<file path="config.mk">
export PLATFORM = sky130hd
export DESIGN_NAME = ax25_frame_decoder
export DESIGN_NICKNAME = d
export VERILOG_FILES = /design/src/hdl/ax25_pkg.sv /design/src/hdl/ax25_frame_decoder.sv /design/src/hdl/ax25_ram.sv
export SDC_FILE = /design/constraint.sdc
export NUM_CORES = 1
export LEC_CHECK = 0
export BUFFER_PORTS_ARGS = -buffer_cell sky130_fd_sc_hd__buf_2
export CAP_MARGIN = 20
export CORE_MARGIN = 2
export CORE_UTILIZATION = 35
export CTS_BUF_LIST = sky130_fd_sc_hd__clkbuf_16
export CTS_CLUSTER_SIZE = 40
export DETAILED_ROUTE_END_ITERATION = 10
export PLACE_DENSITY = 0.5
export REMOVE_ABC_BUFFERS = 1
export SYNTH_ARGS = -nofsm -noshare
export SYNTH_HDL_FRONTEND = slang
export SYNTH_SLANG_ARGS = --single-unit
</file>
<file path="constraint.sdc">
create_clock -name clk -period 10 [get_ports clk]
set_input_delay 2.5 -clock clk [delete_from_list [all_inputs] [get_ports clk]]
set_output_delay 2.5 -clock clk [all_outputs]
set_load 0.005 [all_outputs]
</file>
<file path="src/hdl/ax25_pkg.sv">
// ----------------------------------------------------------------------------
// ax25_pkg
// Shared types, codes and constants of the AX.25 frame decoder.
// ----------------------------------------------------------------------------
package ax25_pkg;

  localparam int MAX_DIGIPEATERS_DEF = 8;
  localparam int MAX_FRAME_BYTES_DEF = 1024;
  localparam logic [15:0] CRC_POLY = 16'h8408;
  localparam logic [15:0] CRC_INIT = 16'hFFFF;
  localparam logic [7:0]  CTRL_UI  = 8'h03;
  localparam int MIN_FRAME_BYTES = 16;

  typedef enum logic [1:0] {
    KIND_DEST = 2'd0,
    KIND_SRC  = 2'd1,
    KIND_DIGI = 2'd2,
    KIND_SUM  = 2'd3
  } kind_t;

  typedef enum logic [2:0] {
    ST_OK       = 3'd0,
    ST_SHORT    = 3'd1,
    ST_FCS_BAD  = 3'd2,
    ST_ADDR_BAD = 3'd3,
    ST_NO_CTRL  = 3'd4,
    ST_NO_PID   = 3'd5,
    ST_TOO_LONG = 3'd6
  } status_t;

  typedef enum logic [1:0] {
    FT_I = 2'd0,
    FT_S = 2'd1,
    FT_U = 2'd2
  } ftype_t;

  typedef struct packed {
    logic [7:0] frame_byte;
    logic       frame_end;
  } in_item_t;

  typedef struct packed {
    logic [1:0]  record_kind;
    logic [41:0] callsign;
    logic [2:0]  callsign_len;
    logic [7:0]  ssid_octet;
    logic [3:0]  ssid;
    logic [2:0]  status;
    logic [7:0]  control;
    logic [1:0]  frame_type;
    logic [7:0]  pid;
    logic [10:0] info_start;
    logic [10:0] info_count;
    logic        last_record;
  } out_item_t;

  function automatic logic [15:0] crc_byte(logic [15:0] c, logic [7:0] b);
    logic [15:0] v;
    v = c ^ {8'h00, b};
    for (int k = 0; k < 8; k++) begin
      v = v[0] ? ((v >> 1) ^ CRC_POLY) : (v >> 1);
    end
    return v;
  endfunction

endpackage

</file>
<file path="src/hdl/ax25_frame_decoder.sv">
// ----------------------------------------------------------------------------
// ax25_frame_decoder
// AX.25 frame decoder: CRC-16/X.25 check, address parsing and record readout.
// ----------------------------------------------------------------------------
// Usage:
//   in_valid/in_stall carry one frame byte per request, flags removed, FCS
//   last, the final byte marked by frame_end. Address octets go into a
//   70-byte RAM as they arrive; the CRC runs one byte per cycle while bytes
//   arrive, two bytes behind the input.
//   After the last byte the block stalls its input for the readout: an
//   evaluation state, then per address record the RAM reads (one read port,
//   7 octets, registered read data) and the record's delivery, then the
//   summary record. A frame in error gives the summary record alone.
//   out_valid/out_stall carry the records from one output register; while
//   out_stall is high the record holds and the readout waits.
//   Reset (rst_n low, synchronous) clears all frame state; the RAM needs no
//   clearing, since entries are read only after the same frame wrote them.
//   Writes happen only during input; read data is used only during readout.
// ----------------------------------------------------------------------------
module ax25_frame_decoder #(
  parameter int MAX_DIGIPEATERS = ax25_pkg::MAX_DIGIPEATERS_DEF,
  parameter int MAX_FRAME_BYTES = ax25_pkg::MAX_FRAME_BYTES_DEF
) (
  input  logic                clk,
  input  logic                rst_n,
  input  logic                in_valid,
  output logic                in_stall,
  input  ax25_pkg::in_item_t  in_data,
  output logic                out_valid,
  input  logic                out_stall,
  output ax25_pkg::out_item_t out_data
);

  import ax25_pkg::*;

  localparam int STORE = (2 + MAX_DIGIPEATERS) * 7;
  localparam int RAW   = $clog2(STORE);
  localparam int CW    = $clog2(MAX_FRAME_BYTES + 2);
  localparam int SAW   = $clog2(STORE + 1);
  localparam int LW    = ((CW > SAW) ? CW : SAW) + 1;
  localparam int ACW   = $clog2(MAX_DIGIPEATERS + 3);

  typedef enum logic [2:0] {
    S_IN, S_EVAL, S_READ, S_SEND, S_SUMW
  } state_t;

  state_t    state_r;
  logic [15:0] crc_r, held_r;
  logic [CW-1:0] cnt_r;
  logic [2:0] pos7_r;
  logic [ACW-1:0] rec_r, acnt_r, emit_r;
  logic [LW-1:0] alen_r;
  logic closed_r;
  logic [7:0] ctrl_r, pid_r;
  logic [RAW-1:0] raddr_r;
  logic [2:0] iss_r, col_r;
  logic rvld_r;
  logic [41:0] cs_r;
  logic [2:0] clen_r;
  out_item_t out_r;
  logic out_valid_r;

  logic in_acc;
  logic [7:0] b;
  logic [LW-1:0] i_ext, len_ext, body, off;
  logic we;
  logic [7:0] rdata;
  logic pid_used;
  status_t st;
  out_item_t sum;
  out_item_t arec;

  assign in_acc  = in_valid && !in_stall;
  assign in_stall = (state_r != S_IN);
  assign b       = in_data.frame_byte;
  assign i_ext   = LW'(cnt_r);
  assign len_ext = LW'(cnt_r);
  assign body    = len_ext - LW'(2);
  assign we      = in_acc && !closed_r && (i_ext < LW'(STORE));
  assign pid_used = !ctrl_r[0] || (ctrl_r == CTRL_UI);
  assign off     = alen_r + (pid_used ? LW'(2) : LW'(1));

  ax25_ram #(.WIDTH(8), .DEPTH(STORE)) u_ram (
    .clk   (clk),
    .we    (we),
    .waddr (cnt_r[RAW-1:0]),
    .wdata (b),
    .raddr (raddr_r),
    .rdata (rdata)
  );

  always_comb begin
    if (len_ext > LW'(MAX_FRAME_BYTES)) begin
      st = ST_TOO_LONG;
    end else if (len_ext < LW'(MIN_FRAME_BYTES)) begin
      st = ST_SHORT;
    end else if (~crc_r != {held_r[7:0], held_r[15:8]}) begin
      st = ST_FCS_BAD;
    end else if (!closed_r || alen_r > body) begin
      st = ST_ADDR_BAD;
    end else if (alen_r + LW'(1) > body) begin
      st = ST_NO_CTRL;
    end else if (pid_used && alen_r + LW'(2) > body) begin
      st = ST_NO_PID;
    end else begin
      st = ST_OK;
    end
    sum = '0;
    sum.record_kind = KIND_SUM;
    sum.status = st;
    sum.last_record = 1'b1;
    if (st == ST_OK) begin
      sum.control = ctrl_r;
      sum.frame_type = !ctrl_r[0] ? FT_I : (ctrl_r[1] ? FT_U : FT_S);
      sum.pid = pid_used ? pid_r : 8'h00;
      sum.info_start = off[10:0];
      sum.info_count = 11'(body - off);
    end
  end

  always_comb begin
    arec = '0;
    arec.record_kind = (emit_r == '0) ? KIND_DEST :
                       ((emit_r == ACW'(1)) ? KIND_SRC : KIND_DIGI);
    arec.callsign = cs_r;
    arec.callsign_len = clen_r;
    arec.ssid_octet = rdata;
    arec.ssid = rdata[4:1];
  end

  always_ff @(posedge clk) begin
    if (!rst_n) begin
      state_r <= S_IN;
      crc_r <= CRC_INIT;
      held_r <= '0;
      cnt_r <= '0;
      pos7_r <= '0;
      rec_r <= '0;
      acnt_r <= '0;
      alen_r <= '0;
      closed_r <= 1'b0;
      ctrl_r <= '0;
      pid_r <= '0;
      emit_r <= '0;
      raddr_r <= '0;
      iss_r <= '0;
      col_r <= '0;
      rvld_r <= 1'b0;
      out_valid_r <= 1'b0;
    end else begin
      case (state_r)
        S_IN: begin
          if (in_acc) begin
            if (cnt_r >= CW'(2)) begin
              crc_r <= crc_byte(crc_r, held_r[15:8]);
            end
            held_r <= {held_r[7:0], b};
            if (closed_r) begin
              if (i_ext == alen_r) begin
                ctrl_r <= b;
              end else if (i_ext == alen_r + LW'(1)) begin
                pid_r <= b;
              end
            end else if (i_ext < LW'(STORE)) begin
              if (pos7_r == 3'd6) begin
                pos7_r <= '0;
                rec_r <= rec_r + ACW'(1);
                if (i_ext >= LW'(13) && b[0]) begin
                  closed_r <= 1'b1;
                  acnt_r <= rec_r + ACW'(1);
                  alen_r <= i_ext + LW'(1);
                end
              end else begin
                pos7_r <= pos7_r + 3'd1;
              end
            end
            if (cnt_r <= CW'(MAX_FRAME_BYTES)) begin
              cnt_r <= cnt_r + CW'(1);
            end
            if (in_data.frame_end) begin
              state_r <= S_EVAL;
            end
          end
        end
        S_EVAL: begin
          raddr_r <= '0;
          iss_r <= '0;
          col_r <= '0;
          rvld_r <= 1'b0;
          emit_r <= '0;
          if (st == ST_OK) begin
            state_r <= S_READ;
          end else begin
            out_r <= sum;
            out_valid_r <= 1'b1;
            state_r <= S_SUMW;
          end
        end
        S_READ: begin
          rvld_r <= (iss_r < 3'd7);
          if (iss_r < 3'd7) begin
            raddr_r <= raddr_r + RAW'(1);
            iss_r <= iss_r + 3'd1;
          end
          if (rvld_r) begin
            col_r <= col_r + 3'd1;
            if (col_r < 3'd6) begin
              cs_r <= {cs_r[34:0], rdata[7:1]};
              // length is the position of the last non-space character; a leading space sets it to zero
              if (rdata[7:1] != 7'h20) begin
                clen_r <= col_r + 3'd1;
              end else if (col_r == 3'd0) begin
                clen_r <= 3'd0;
              end
            end else begin
              out_r <= arec;
              out_valid_r <= 1'b1;
              state_r <= S_SEND;
            end
          end
        end
        S_SEND: begin
          if (!out_stall) begin
            iss_r <= '0;
            col_r <= '0;
            rvld_r <= 1'b0;
            emit_r <= emit_r + ACW'(1);
            if (emit_r + ACW'(1) < acnt_r) begin
              out_valid_r <= 1'b0;
              state_r <= S_READ;
            end else begin
              out_r <= sum;
              state_r <= S_SUMW;
            end
          end
        end
        S_SUMW: begin
          if (!out_stall) begin
            out_valid_r <= 1'b0;
            crc_r <= CRC_INIT;
            held_r <= '0;
            cnt_r <= '0;
            pos7_r <= '0;
            rec_r <= '0;
            acnt_r <= '0;
            alen_r <= '0;
            closed_r <= 1'b0;
            ctrl_r <= '0;
            pid_r <= '0;
            emit_r <= '0;
            state_r <= S_IN;
          end
        end
        default: state_r <= S_IN;
      endcase
    end
  end

  assign out_valid = out_valid_r;
  assign out_data  = out_r;

endmodule

</file>
<file path="src/hdl/ax25_ram.sv">
// ----------------------------------------------------------------------------
// ax25_ram
// Generic single-port-write, single-port-read RAM with registered read.
// ----------------------------------------------------------------------------
module ax25_ram #(
  parameter int WIDTH = 8,
  parameter int DEPTH = 70
) (
  input  logic                     clk,
  input  logic                     we,
  input  logic [$clog2(DEPTH)-1:0] waddr,
  input  logic [WIDTH-1:0]         wdata,
  input  logic [$clog2(DEPTH)-1:0] raddr,
  output logic [WIDTH-1:0]         rdata
);

  logic [WIDTH-1:0] mem [DEPTH];

  always_ff @(posedge clk) begin
    if (we) begin
      mem[waddr] <= wdata;
    end
    rdata <= mem[raddr];
  end

endmodule

</file>
**Word level (Yosys, flattened, before mapping)**

Memory sizes are Yosys's and may differ from the RTL's. A register that Yosys moved wholly into a read port is not among the register bits.
Index checks and enable logic that the tools add are counted.

- Bits in registers: 253
- Memory bits (writable): 560
- Input port bits: 13
- Output and inout bits: 105
- Word-level logic and storage cells: 244
- Memories kept: 1

Memory list:

| memory | depth | bits a word | rd ports | clocked after Yosys merged registers in | write ports | RTL line | RTL |
|---|---|---|---|---|---|---|---|
| u_ram.mem | 70 | 8 | 1 | 1 | 1 | ax25_ram.sv:17 | `logic [WIDTH-1:0] mem [DEPTH];` |

- $add $sub $neg: 13
- $lt $le $gt $ge: 12
- Eq/ne operators: 31
- Muxes and demuxes: 107
- Bitwise logic cells: 10
- Reductions and logical operators: 39

Operator list:

| cell | count |
|---|---|
| 103-bit 2-to-1 mux | 5 |
| 103-bit case mux with 3 select lines | 1 |
| 16-bit 2-to-1 mux | 13 |
| 12-bit 2-to-1 mux | 6 |
| 8-bit 2-to-1 mux | 9 |
| 3-bit 2-to-1 mux | 22 |
| 16-bit case mux with 2 select lines | 2 |
| 4-bit 2-to-1 mux | 11 |
| 40-bit 2-to-1 mux | 1 |
| 2-bit inequality test, second input constant | 20 |
| 12-bit greater-than comparator | 3 |
| 11-bit 2-to-1 mux | 3 |
| 8-bit case mux with 2 select lines | 2 |
| 11-bit by 12-bit equality test with 1-bit output | 2 |
| 2-bit inverter with 3-bit output | 8 |
| 12-bit case mux with 2 select lines | 1 |
| 11-bit case mux with 2 select lines | 1 |
| 7-bit AND reduction | 3 |
| 3-bit case mux with 3 select lines | 2 |
| 6-bit AND reduction | 3 |
| 16-bit inequality test | 1 |
| 16-bit inverter | 1 |
| 4-bit case mux with 2 select lines | 2 |
| 16-bit by 8-bit bitwise XOR with 16-bit output | 1 |
| other kinds (46) | 89 |

**Depth between registers and ports, before layout**

Gate-level depths: netlist (run 1).

- Depth in word-level cells: 20
- Mapped depth: 18

**Hierarchy**

Synthesis (run 1) repeated with hierarchy kept, for this count alone.

- Cell total of the unflattened synthesis: 2256
- Area total of the unflattened synthesis: 34499.3 sq um

Modules (own cells, without submodules):

| module | times used | cells each | area each (sq um) |
|---|---|---|---|
| ax25_ram | 1 | 1037 | 22022.4 |
| ax25_frame_decoder | 1 | 1219 | 12477.0 |

**Worst setup path after synthesis (run 1)**

OpenSTA, ideal clock, no wires.

- Kind: input to register
- Start: in out_stall
- End: reg out_r (netlist bit out_data[0]) (enable)
- Arrival time: 8.408 ns
- Required time: 9.410 ns
- Path slack: 1.003 ns
- Stages on the path: 6
- Buffers on the path: 1
- Cell sequence: clkbuf_1 > and3_1 > or3_1 > nor2_1 > nand3b_1 > a21oi_1

- Longest elaborated chain between the ends: 2

Ends and longest elaborated chain:

| item | RTL line | RTL |
|---|---|---|
| start: declaration | ax25_frame_decoder.sv:30 | `input logic out_stall,` |
| 2-bit inequality test (no line) | - |  |
| 7-bit AND reduction (no line) | - |  |
| end signal: assignment | ax25_frame_decoder.sv:194 | `out_r <= sum;` |
| end signal: assignment | ax25_frame_decoder.sv:216 | `out_r <= arec;` |
| end signal: assignment | ax25_frame_decoder.sv:232 | `out_r <= sum;` |
| end: declaration | ax25_frame_decoder.sv:60 | `out_item_t out_r;` |

Every way passes these cells.
A chain may end at the register's enable or synchronous reset.

**Worst setup path in the final report (run 1)**

- Start: reg cnt_r[1]
- End: reg out_r (netlist bit out_data[48]) (enable)

- Longest elaborated chain between the ends: 12
- Elaborated cells between the ends (all ways): 17
- Those cells by class: add/sub (1); order compare (5); eq/ne (1); mux (6); reduce/logical (4)

Ends and longest elaborated chain:

| item | RTL line | RTL |
|---|---|---|
| start: declaration | ax25_frame_decoder.sv:49 | `logic [CW-1:0] cnt_r;` |
| start signal: assignment | ax25_frame_decoder.sv:178 | `cnt_r <= cnt_r + CW'(1);` |
| 11-bit by 2-bit subtractor with 12-bit output | ax25_frame_decoder.sv:78 | `assign body = len_ext - LW'(2);` |
| 12-bit greater-than comparator | ax25_frame_decoder.sv:103 | `end else if (pid_used && alen_r + LW'(2) > body) begin` |
| 1-bit logical AND | ax25_frame_decoder.sv:103 |  |
| 3-bit 2-to-1 mux | ax25_frame_decoder.sv:103 |  |
| 3-bit 2-to-1 mux | ax25_frame_decoder.sv:101 | `end else if (alen_r + LW'(1) > body) begin` |
| 3-bit 2-to-1 mux | ax25_frame_decoder.sv:99 | `end else if (!closed_r \|\| alen_r > body) begin` |
| 3-bit 2-to-1 mux | ax25_frame_decoder.sv:97 | `end else if (~crc_r != {held_r[7:0], held_r[15:8]}) begin` |
| 3-bit 2-to-1 mux | ax25_frame_decoder.sv:95 | `end else if (len_ext < LW'(MIN_FRAME_BYTES)) begin` |
| 3-bit 2-to-1 mux * | ax25_frame_decoder.sv:93 | `if (len_ext > LW'(MAX_FRAME_BYTES)) begin` |
| 3-bit zero test * | ax25_frame_decoder.sv:191 | `if (st == ST_OK) begin` |
| 2-bit inequality test (no line) * | - |  |
| 7-bit AND reduction (no line) * | - |  |

Every way passes the cells marked *; elsewhere a longest branch is shown, timed or not.

==> results of run 1 <==
cell families after synthesis:
group           after synthesis
compound gates              226
mux                         212
simple gates                581
flops                       817
buf+inv                     160
fa+ha+maj                    60
xor+xnor                    104
metal layers:
layer  wire length [um]  up-vias  GRT usage (%)
met5                  0        -              0
met4               1150        0           3.94
met3               4610       81           2.77
met2              41400      527           27.5
met1              39700     9882           24.3
li1                   -     8570              -
power by group:
group	internal (mW)	total (mW)	leakage, nW	switching, mW
Sequential	3.76	3.80	7.28	0.0447
Clock	1.99	3.38	1.53	1.39
Combinational	0.173	0.512	4.22	0.339
layout by cell type (no fill, tap or decap), types with 16 or more instances in the layout:
master                      count
sky130_fd_sc_hd__clkbuf_16     92
sky130_fd_sc_hd__nand3_1       46
sky130_fd_sc_hd__and3_1        30
sky130_fd_sc_hd__mux4_2       174
sky130_fd_sc_hd__a22oi_1       16
sky130_fd_sc_hd__xor2_1        49
sky130_fd_sc_hd__mux2i_1       30
sky130_fd_sc_hd__o21ai_0       63
sky130_fd_sc_hd__nand2_1       82
sky130_fd_sc_hd__clkinv_1      22
sky130_fd_sc_hd__nor2_1       161
sky130_fd_sc_hd__xnor2_1       53
sky130_fd_sc_hd__edfxtp_1     704
sky130_fd_sc_hd__nor3_1        37
sky130_fd_sc_hd__buf_4         32
sky130_fd_sc_hd__a21oi_1       53
sky130_fd_sc_hd__inv_1         55
sky130_fd_sc_hd__ha_1          54
sky130_fd_sc_hd__buf_2        117
sky130_fd_sc_hd__nor2b_1       60
sky130_fd_sc_hd__a21boi_0      16
sky130_fd_sc_hd__and2_1        78
sky130_fd_sc_hd__dfxtp_1      110
area by class of cell:
cell class | count | area [um^2]
clock inverters | 76 | 754
inverters | 42 | 158
clock buffers | 92 | 2300
repair buffers | 150 | 846
flip-flops and latches | 817 | 23400
well taps | 1287 | 1610
multi-input cells | 1183 | 10500
fillers | 8903 | 58500
per-stage QoR:
step | total power, mW | worst slack [ns] | cell area [um^2] | hold slack (ns) | instances
after CTS | 7.78 | 4.20 | 39600 | 0.438 | 3644
after detailed placement | 4.39 | 4.22 | 36500 | 0.426 | 3476
final | 7.69 | 4.24 | 39600 | 0.438 | 3647
after global routing | 7.97 | 3.83 | 39600 | 0.451 | 3647
after global placement | 4.38 | 4.30 | 36500 | 0.421 | 3475
after floorplan | 4.15 | 1.19 | 34100 | 0.414 | 2042
final timing paths:
| kind | startpoint | to | slack [ns] | depth (start not counted) |
|---|---|---|---|---|
| max | cnt_r[1] | out_data[48] | 4.24 | 14 |
| min | cs_r[9] | cs_r[16] | 0.44 | 0 |
| max reg2reg | cnt_r[1] | out_data[48] | 4.24 | 14 |
| min reg2reg | cs_r[9] | cs_r[16] | 0.44 | 0 |
critical path, stage by stage, from the launching register on:
cell,delay (ns)
sky130_fd_sc_hd__dfxtp_1,0.48
sky130_fd_sc_hd__inv_1,0.21
sky130_fd_sc_hd__ha_1,0.25
sky130_fd_sc_hd__or3b_4,0.43
sky130_fd_sc_hd__or2_2,0.32
sky130_fd_sc_hd__xnor2_1,0.40
sky130_fd_sc_hd__ha_1,0.26
sky130_fd_sc_hd__nand3_1,0.10
sky130_fd_sc_hd__a2111oi_0,0.51
sky130_fd_sc_hd__o31ai_1,0.15
sky130_fd_sc_hd__a21oi_1,0.35
sky130_fd_sc_hd__or2_2,0.21
sky130_fd_sc_hd__o41ai_1,0.13
sky130_fd_sc_hd__a21oi_4,0.65
sky130_fd_sc_hd__buf_4,0.85
registers in the layout (all words and copies together) (netlist names), 3 cells and up:
name	flops
pos7_r	3
held_r	16
cs_r	42
u_ram.rdata	8
crc_r	16
raddr_r	7
col_r	3
rec_r	4
clen_r	3
emit_r	4
cnt_r	11
acnt_r	4
u_ram.mem	560
pid_r	8
out_data	99
iss_r	3
ctrl_r	8
state_r	3
alen_r	12
==> results.txt, run 1 <==
After clock tree synthesis, the repair step resized 0 gates. The sum of routed wire length over all layers is 86900 um. The first-pass GRT wire length came out at ~130000 um. The post-DP HPWL came out at 54200 um. The post-synthesis compound-gate area fraction is 4.22%. The power density normalized to cell area came out at 194 mW/mm^2. The analysis attributes to cell leakage a power of 13.0 nW. The count of routing violations after the opening detailed-route iteration is ~1.6k. STA classifies the critical path endpoint as a register. Headroom to the max-slew limit came out at between 20 and 30%. The buffer depth of the longest clock path is 3. The post-synthesis to final-layout area growth is 14.7%. Setup repair after global routing left no endpoint under its margin. In this run, synthesis inferred about 700 flip-flops with an integrated enable.

The global-route total usage across every layer is 17.1%. Of the total synthesized cell area, the portion taken by full adders, half adders and majority gates is 2.19%. The tool flagged a number of max-cap violations equal to 0. The placeable core region is 0.0981 mm^2. The fmax came out at 174 MHz. The run finished with clean final reports. The TritonCTS buffer count is 90. The overall die area came out at between 0.1 and 0.15 mm^2. After detailed routing, the number of remaining DRC violations is 0. The post-synthesis instance area is between 0.03 and 0.04 mm^2. The pin slew with the least headroom to its limit came out at between 1 and 1.5 ns. The starting density of the core came out at approximately a third. The biggest area contributor in the post-synthesis netlist is sky130_fd_sc_hd__edfxtp_1. The floorplan row count is about 120. The number of failing hold endpoints at the final stage came out at 0. In the synthesized netlist the async set-or-reset flop fraction comes to 0%. Once layout is complete, the utilization of the core stands at 40.4%. The synthesized design devotes to its leading area cell type between 60% and 70% of total area. The final weighted congestion in routability-driven placement came out at 0.857. Clock-pin slew was measured on the worst setup and hold paths at approximately 0.06 ns. The final-report setup violation count came out at 0. The critical path launch point type is a register. The post-layout minimum cycle time came out at around 5.8 ns. The number of synthesized register bits came out at a little over 800. The data required time of the critical path came out at slightly above 10 ns. The most used flip-flop cell after synthesis is sky130_fd_sc_hd__edfxtp_1. The multiplexer area fraction after synthesis is between 10% and 20%.

The number of antenna violations at the first check in global routing was 4. The highest fanout seen on the critical path is 78. The sum of negative setup slack is 0 ns. The number of max-slew violations in the final report came out at 0. The maximum vdd drop came out at between 0.1 and 0.15 mV. Hold repair after CTS inserted 0 buffers. The iteration count of the initial detailed-routing pass came out at 5. Entering global routing, the biggest net connects a little over 100 pins.

After synthesis, the largest family of logic cells by area is multiplexers. For the final database, setup skew stands at around 0.034 ns. The total of buffers placed on input and output ports came out at 117. From bottom edge to top edge, the die measures ~320 um. After detailed routing, the average wire length per cell comes to ~24 um. By instance count, the leading cell after synthesis is sky130_fd_sc_hd__edfxtp_1. The floorplan die width is 318 um. For this run, the register share of the synthesized area comes to slightly below 70%.

The yosys synthesis warning count came out at 0. The TritonCTS sink count is ~800. The type of the most critical hold path is reg2reg. The xor/xnor share of the synthesized area came out at around 2.7%.

The count of different cell masters after synthesis is 82. The leftover overflow at the end of global routing came out at 0. The clock insertion delay at the later pin of the skew report came out at 0.66 ns. Dividing the final minimum period by the clock period gives between 50% and 60%. CTS placed an instance of sky130_fd_sc_hd__clkbuf_16 at the clock tree root. The worst endpoint data arrival time is between 6 and 7 ns. Summing over every cut layer, the via total after detailed routing is ~19k. The buffer count from post-CTS setup fixing is 0. In this run the mean area of a mapped cell was ~16 um^2. TritonCTS built the clock tree. The number of routed nets with antenna violations came out at 0. After Yosys synthesis, and, or, nand and nor cells account for between 8 and 9% of the synthesized area. In the post-synthesis netlist, the biggest area contributors are sky130_fd_sc_hd__edfxtp_1 (61%), sky130_fd_sc_hd__mux4_2 (11%), sky130_fd_sc_hd__dfxtp_1 (6.5%). The count of H-tree levels built during CTS is 3.

The via count of the first global-routing pass was slightly below 20k. The I/O pin count came out at 118. The commonest cells after synthesis are sky130_fd_sc_hd__edfxtp_1 (704), sky130_fd_sc_hd__mux4_2 (174), sky130_fd_sc_hd__nor2_1 (161).

The post-synthesis instance total came out at about 2.2k. The fraction of final layout cells with drive strength greater than 1 is between 20% and 30%. The worst setup path is of the reg2reg kind.

For this run, the post-layout net count is roughly 2.4k. Using the TritonRoute via totals, the vias-per-cell ratio works out to between 5 and 6. The antenna cell count came out at 0.
(Power assumes the default switching activity.)
==> inputs of run 2 (changes only) <==
clock period = 5.55 ns   (was 10 ns; I/O delays follow)
==> run 2 against run 1 <==
Net effect:
- hold slack better by 0.0018 ns
- die area did not move
- final area fell by 0.22%
- first-iteration DRC count down 3.5%
==> results.txt, run 2 (synthesis results as in run 1) <==
Result of the run: finished clean (unchanged). The sum of routed wire length over all layers came to 87200 um (was 86900 um). The post-synthesis to final-layout area growth came out at 14.4% (was 14.7%). Most frequent cells in the layout: sky130_fd_sc_hd__edfxtp_1 (704), sky130_fd_sc_hd__mux4_2 (174), sky130_fd_sc_hd__nor2_1 (161) (unchanged). The post-layout minimum cycle time is 4.95 ns (was 5.76 ns).

The global-route total usage across every layer is 17.2% (was 17.1%). The data required time of the critical path is 5.93 ns (was 10.27 ns). The area after detailed placement is 0.0367 mm^2 (was 0.0365 mm^2). The TritonCTS sink count was 817 (unchanged). The I/O pin count came out at 118 (unchanged). The clock tree from TritonCTS is built (unchanged). The final weighted congestion in routability-driven placement came out at 0.887 (was 0.857). The iteration count of the initial detailed-routing pass came out at 5 (unchanged).

The post-cts sizing count is 0 (unchanged). Crit-path cells: or4_1, o41ai_2, buf_4, inv_1, fa_1, inv_1, fa_1, nor2b_1, o21ai_0, a21boi_0, o21ai_0, a21oi_1, o41ai_1, a21oi_1, nand3_1, nor3b_2 (was inv_1, ha_1, or3b_4, or2_2, xnor2_1, ha_1, nand3_1, a2111oi_0, o31ai_1, a21oi_1, or2_2, o41ai_1, a21oi_4, buf_4). The power density normalized to cell area came to 340 mW/mm^2 (was 194 mW/mm^2). The worst setup timing slack at the placement stage came to 0.653 ns (was 4.22 ns). The final-report setup violation count came out at 0 (unchanged). The register cell area after layout came out at 0.0234 mm^2 (unchanged). The most common library cell in the layout ignoring fill and taps was sky130_fd_sc_hd__edfxtp_1 (unchanged).

The pin count of the biggest net entering global routing was 87 (was 101). The leftover overflow at the end of global routing was 0 (unchanged). The count of max-cap constraint violations is 0 (unchanged). The vias per cell came to 5.22 (was 5.23). The placeable core region was 0.0981 mm^2 (unchanged). The number of routed nets with antenna violations is 0 (unchanged).

The filler cell count in the final layout is 8957 (was 8903). The buffer count from post-CTS setup fixing came out at 0 (unchanged). The cell type group with the largest total delay on the critical path is compound AO/OA/AOI/OAI gates (unchanged).

The overall die area was 0.101 mm^2 (unchanged). The number of remaining DRC errors came to 0 (unchanged). The number of antenna violations at the first check in global routing came out at 4 (unchanged).

The top register by number of flip-flops is u_ram.mem (unchanged). The critical path launch point type is a register (unchanged). The first-pass GRT wire length came out at 132000 um (was 129000 um). The antenna cell count is 0 (unchanged). The number of hold buffers added after CTS came to 0 (unchanged). The clock slew at the register clock pins of the worst setup and hold paths came out at 0.06 ns (about the same). The portion of the clock cycle consumed by the worst path in the final layout came out at 89.2% (was 57.6%).

The post-detailed-route wirelength per cell is 23.9 um (was 23.8 um). The clock insertion delay at the later pin of the skew report was 0.66 ns (about the same). The number of max-slew violations in the final report is 0 (unchanged).

The worst endpoint data arrival time came out at 5.33 ns (was 6.03 ns). The number of nets at the end of the flow came out at 2365 (was 2353). The number of failing hold endpoints at the final stage was 0 (unchanged).

The sum of negative setup slack came to 0 ns (unchanged). The pin slew with the least headroom to its limit came out at 1.11 ns (about the same). The cell leakage power is 13.0 nW (about the same). The critical path class is reg2reg (unchanged). The fmax is 202 MHz (was 174 MHz). The relative slew slack is 25.9% (about the same). Unrepaired setup endpoints after global routing: false (unchanged). The floorplan row count came out at 115 (unchanged).

The cell with the biggest individual delay on the critical path is sky130_fd_sc_hd__o41ai_2 (was sky130_fd_sc_hd__buf_4). The endpoint type of the worst setup path is a register (unchanged). The floorplan die width is 318 um (unchanged). The fraction of final layout cells with drive strength greater than 1 is 21.4% (was 21.1%). The worst setup slack after layout came out at 0.600 ns (was 4.24 ns). The area of combinational cells with multiple inputs was 0.0105 mm^2 (unchanged). The TritonCTS buffer count came out at 87 (was 90). The number of flip-flops under the largest register name came out at 560 (unchanged). The sum of buffers and inverters on the critical path is 3 (was 2).

The via count of the first global-routing pass came out at 19.7k (was 19.3k). The maximum vdd drop is 0.215 mV (was 0.129 mV). The final clock skew came out at 0.0332 ns (was 0.0341 ns). The vertical extent of the die came out at 318 um (unchanged).

The highest fanout seen on the critical path is 9 (was 78). The cell area after layout came out at 0.0395 mm^2 (was 0.0396 mm^2). The buffer depth of the longest clock path is 3 (unchanged). The count of vias placed by the detailed router came to 19.1k (about the same). The post-DP HPWL is 57500 um (was 54200 um). The count of H-tree levels built during CTS came out at 3 (unchanged). The type of the most critical hold path is reg2reg (unchanged). The starting density of the core came to 35.2% (unchanged). The longest individual stage delay on the worst path is 0.70 ns (was 0.85 ns). The total of buffers placed on input and output ports is 117 (unchanged).

The count of routing violations after the opening detailed-route iteration was 1553 (was 1609). The buffer cell driving the clock tree root is sky130_fd_sc_hd__clkbuf_16 (unchanged).
==> run 2: cell type report <==
class,count,share of cell area [%]
flip-flops and latches,817,59.2
clock buffers,88,5.57
well taps,1287,4.07
clock inverters,74,1.53
inverters,42,0.399
repair buffers,165,2.55
multi-input cells,1183,26.7
==> run 2: path summary, 6_finish.rpt <==
path | start | depth (start not counted) | to | slack, ns
worst max-delay path | ctrl_r[3] | 16 | out_data[11] | 0.60
worst min-delay path | cs_r[19] | 0 | cs_r[26] | 0.44
worst max register to register | ctrl_r[3] | 16 | out_data[11] | 0.60
worst min register to register | cs_r[19] | 0 | cs_r[26] | 0.44
==> run 2: power by group <==
part	internal (mW)	switching, mW
Clock	3.19	2.46
Combinational	0.317	0.615
Sequential	6.76	0.0773
==> run 2: metal layers <==
| metal | global-route usage, % | vias up | share of wire (%) |
|---|---|---|---|
| met4 | 4.75 | 2 | 2.2 |
| li1 | - | 8603 | - |
| met2 | 27.3 | 506 | 47 |
| met3 | 2.79 | 117 | 5.2 |
| met5 | 0 | - | 0.0080 |
| met1 | 24.6 | 9868 | 46 |
==> run 2: per-stage QoR <==
stage / hold slack, ns / utilization [%] / power [mW] / cells
after floorplan: 0.414 / - / 7.48 / 2042
after global placement: 0.424 / 37.4 / 7.89 / 3493
after detailed placement: 0.423 / 37.4 / 7.91 / 3493
after CTS: 0.439 / 40.3 / 13.6 / 3655
after global routing: 0.452 / 40.3 / 13.9 / 3656
final: 0.440 / 40.3 / 13.4 / 3656
==> inputs of run 3 (changes only) <==
CORE_UTILIZATION = 25   (was 35)
PLACE_DENSITY = 0.39   (was 0.5)
==> run 3 against run 2 <==
Net effect:
- core utilization decreased by 11 points
- worst setup slack got worse by 0.24 ns
- clock power increased by 16%
- register-to-register slack got worse by 0.24 ns
- global-route usage decreased by 3.8 points
- via count decreased by 0.71%
- critical endpoint is now out_data[16]
- largest cell class unchanged
- highest routed layer unchanged
==> results.txt, run 3 (synthesis results as in run 1) <==
Result of the run: finished clean (unchanged). The type of the most critical hold path is reg2reg (unchanged). The antenna cell count is 0 (unchanged). The count of max-cap constraint violations came out at 0 (unchanged). The clock insertion delay at the later pin of the skew report is 0.71 ns (was 0.66 ns).

The worst setup slack after layout came out at 0.364 ns (was 0.600 ns). The sum of routed wire length over all layers came out at 94800 um (was 87200 um). The top register by number of flip-flops is u_ram.mem (unchanged). The most common library cell in the layout ignoring fill and taps was sky130_fd_sc_hd__edfxtp_1 (unchanged).

The count of H-tree levels built during CTS is 3 (unchanged). The longest individual stage delay on the worst path is 0.64 ns (was 0.70 ns). The via count of the first global-routing pass was 19.8k (was 19.7k).

The floorplan die width came out at 376 um (was 318 um). The pin count of the biggest net entering global routing is 64 (was 87). The clock slew at the register clock pins of the worst setup and hold paths was 0.06 ns (about the same). The clock tree from TritonCTS is built (unchanged). The number of nets at the end of the flow came out at 2381 (was 2365). The endpoint type of the worst setup path was a register (unchanged).

The data required time of the critical path was 5.94 ns (was 5.93 ns). The post-synthesis to final-layout area growth came out at 17.9% (was 14.4%). The post-detailed-route wirelength per cell is 22.6 um (was 23.9 um).

The number of routed nets with antenna violations was 0 (unchanged). Crit-path cells: buf_4, inv_1, ha_1, or3b_4, or2_2, xnor2_1, ha_1, nand3_1, nor3_1, nand2_1, nor3b_1, a2111oi_0, o2bb2ai_1, or2_2, o41ai_1, a21oi_4, buf_4 (was or4_1, o41ai_2, buf_4, inv_1, fa_1, inv_1, fa_1, nor2b_1, o21ai_0, a21boi_0, o21ai_0, a21oi_1, o41ai_1, a21oi_1, nand3_1, nor3b_2). The starting density of the core came out at 25.2% (was 35.2%). The TritonCTS sink count is 817 (unchanged).

The count of vias placed by the detailed router is 19.0k (was 19.1k). The power share of the clock group came to 45.6% (was 42.1%). The share of total power in sequential cells was 47.7% (was 51.0%). The switching fraction of total power is 23.2% (was 23.5%). The iteration count of the initial detailed-routing pass came out at 5 (unchanged). The number of antenna violations at the first check in global routing came out at 2 (was 4). The count of routing violations after the opening detailed-route iteration came to 1335 (was 1553). The area after detailed placement came out at 0.0374 mm^2 (was 0.0367 mm^2). The post-cts sizing count is 0 (unchanged).

The final-report setup violation count came out at 0 (unchanged). The number of placed instances, taps included is 4009 (was 3493). The cell depth of the worst setup path came to 17 (was 16). The first-pass GRT wire length is 140000 um (was 132000 um). The cell area after layout came out at 0.0407 mm^2 (was 0.0395 mm^2). The pin slew with the least headroom to its limit is 1.13 ns (was 1.11 ns). The internal power came out at 11.0 mW (was 10.3 mW).

The critical path launch point type is a register (unchanged). The buffer depth of the longest clock path came out at 3 (unchanged). The portion of the clock cycle consumed by the worst path in the final layout is 93.4% (was 89.2%). The TritonCTS buffer count is 94 (was 87).

The depth of the worst register-to-register path was 17 (was 16). The global-route total usage across every layer came out at 13.4% (was 17.2%). The placeable core region is 0.137 mm^2 (was 0.0981 mm^2). The worst hold path depth is 0 (unchanged). The vertical extent of the die came out at 376 um (was 318 um). The worst endpoint data arrival time came out at 5.58 ns (was 5.33 ns).

The total of buffers placed on input and output ports was 117 (unchanged). The critical path class is reg2reg (unchanged). The sum of negative setup slack is 0 ns (unchanged). The overall die area is 0.141 mm^2 (was 0.101 mm^2).

The buffer cell driving the clock tree root is sky130_fd_sc_hd__clkbuf_16 (unchanged). The number of standard cells in the final layout excluding fillers is 4185 (was 3656). Unrepaired setup endpoints after global routing: false (unchanged). The number of failing hold endpoints at the final stage came out at 0 (unchanged). The I/O pin count was 118 (unchanged). The maximum vdd drop came out at 0.220 mV (was 0.215 mV). The power density normalized to cell area was 352 mW/mm^2 (was 340 mW/mm^2). The worst setup timing slack at the placement stage is 0.457 ns (was 0.653 ns).

The cell type group with the largest total delay on the critical path is simple AND/OR/NAND/NOR gates (was compound AO/OA/AOI/OAI gates). The cell leakage power was 13.3 nW (was 13.0 nW). The highest fanout seen on the critical path is 25 (was 9). The relative slew slack came to 24.9% (was 25.9%). The reported net switching power came out at 3.33 mW (was 3.15 mW). The combinational power share is 6.7% (was 6.9%). The post-layout minimum cycle time is 5.19 ns (was 4.95 ns).

Most frequent cells in the layout: sky130_fd_sc_hd__edfxtp_1 (704), sky130_fd_sc_hd__mux4_2 (174), sky130_fd_sc_hd__nor2_1 (161) (unchanged). The fraction of final layout cells with drive strength greater than 1 came out at 22.3% (was 21.4%). The floorplan row count came out at 136 (was 115). The post-DP HPWL is 61900 um (was 57500 um). The sum of internal, switching and leakage power came out at 14.3 mW (was 13.4 mW). The fmax is 193 MHz (was 202 MHz). The number of max-slew violations in the final report came out at 0 (unchanged). The leftover overflow at the end of global routing came out at 0 (unchanged). The vias per cell is 4.53 (was 5.22). The number of remaining DRC errors came out at 0 (unchanged). The cell with the biggest individual delay on the critical path was sky130_fd_sc_hd__o41ai_1 (was sky130_fd_sc_hd__o41ai_2).

The buffer count from post-CTS setup fixing is 0 (unchanged). The number of hold buffers added after CTS is 0 (unchanged). The sum of buffers and inverters on the critical path came out at 3 (unchanged).

The final clock skew was 0.0310 ns (was 0.0332 ns). The number of flip-flops under the largest register name is 560 (unchanged). The final weighted congestion in routability-driven placement is 0.857 (was 0.887).
run 3: changes by cell type in the layout (fill, tap and decap cells not counted), sizes merged:
cell	before	now
clkinv	53	37
bufinv	6	16
buf	165	174
inv	52	61
clkbuf	88	96
clkinvlp	5	7
run 3: final cells by class:
type	count	area [um^2]
clock buffers	96	2400
clock inverters	79	893
fillers	13536	96600
inverters	42	158
multi-input cells	1183	10500
flip-flops and latches	817	23400
well taps	1794	2240
repair buffers	174	1090
run 3: final timing paths:
check	startpoint	end	slack (ns)
hold reg to reg	cs_r[16]	cs_r[23]	0.44
setup / recovery	cnt_r[2]	out_data[16]	0.36
setup reg to reg	cnt_r[2]	out_data[16]	0.36
hold / removal	cs_r[16]	cs_r[23]	0.44
run 3: routing by layer:
| layer | vias up | GRT usage, % | share of wire, % |
|---|---|---|---|
| met5 | - | 0 | 0.011 |
| met4 | 2 | 3.79 | 1.9 |
| met3 | 116 | 1.96 | 3.7 |
| met2 | 382 | 21.9 | 47 |
| met1 | 9813 | 18.5 | 47 |
| li1 | 8647 | - | - |
run 3: power groups by stage:
| stage | registers (mW) | logic [mW] | clock network, mW |
|---|---|---|---|
| 2_1_floorplan | 6.96 | 0.519 | 0 |
| 3_3_place_gp | 6.97 | 0.961 | 0 |
| 3_5_place_dp | 6.97 | 0.968 | 0 |
| 4_1_cts | 6.84 | 0.974 | 6.74 |
| 5_1_grt | 6.85 | 1.06 | 6.96 |
| 6_report | 6.84 | 0.953 | 6.53 |
run 3: through the flow:
step / hold slack (ns) / util (%)
4_1_cts: 0.442 / 29.7
2_1_floorplan: 0.414 / -
6_report: 0.437 / 29.7
5_1_grt: 0.448 / 29.7
3_3_place_gp: 0.419 / 27.3
3_5_place_dp: 0.426 / 27.3
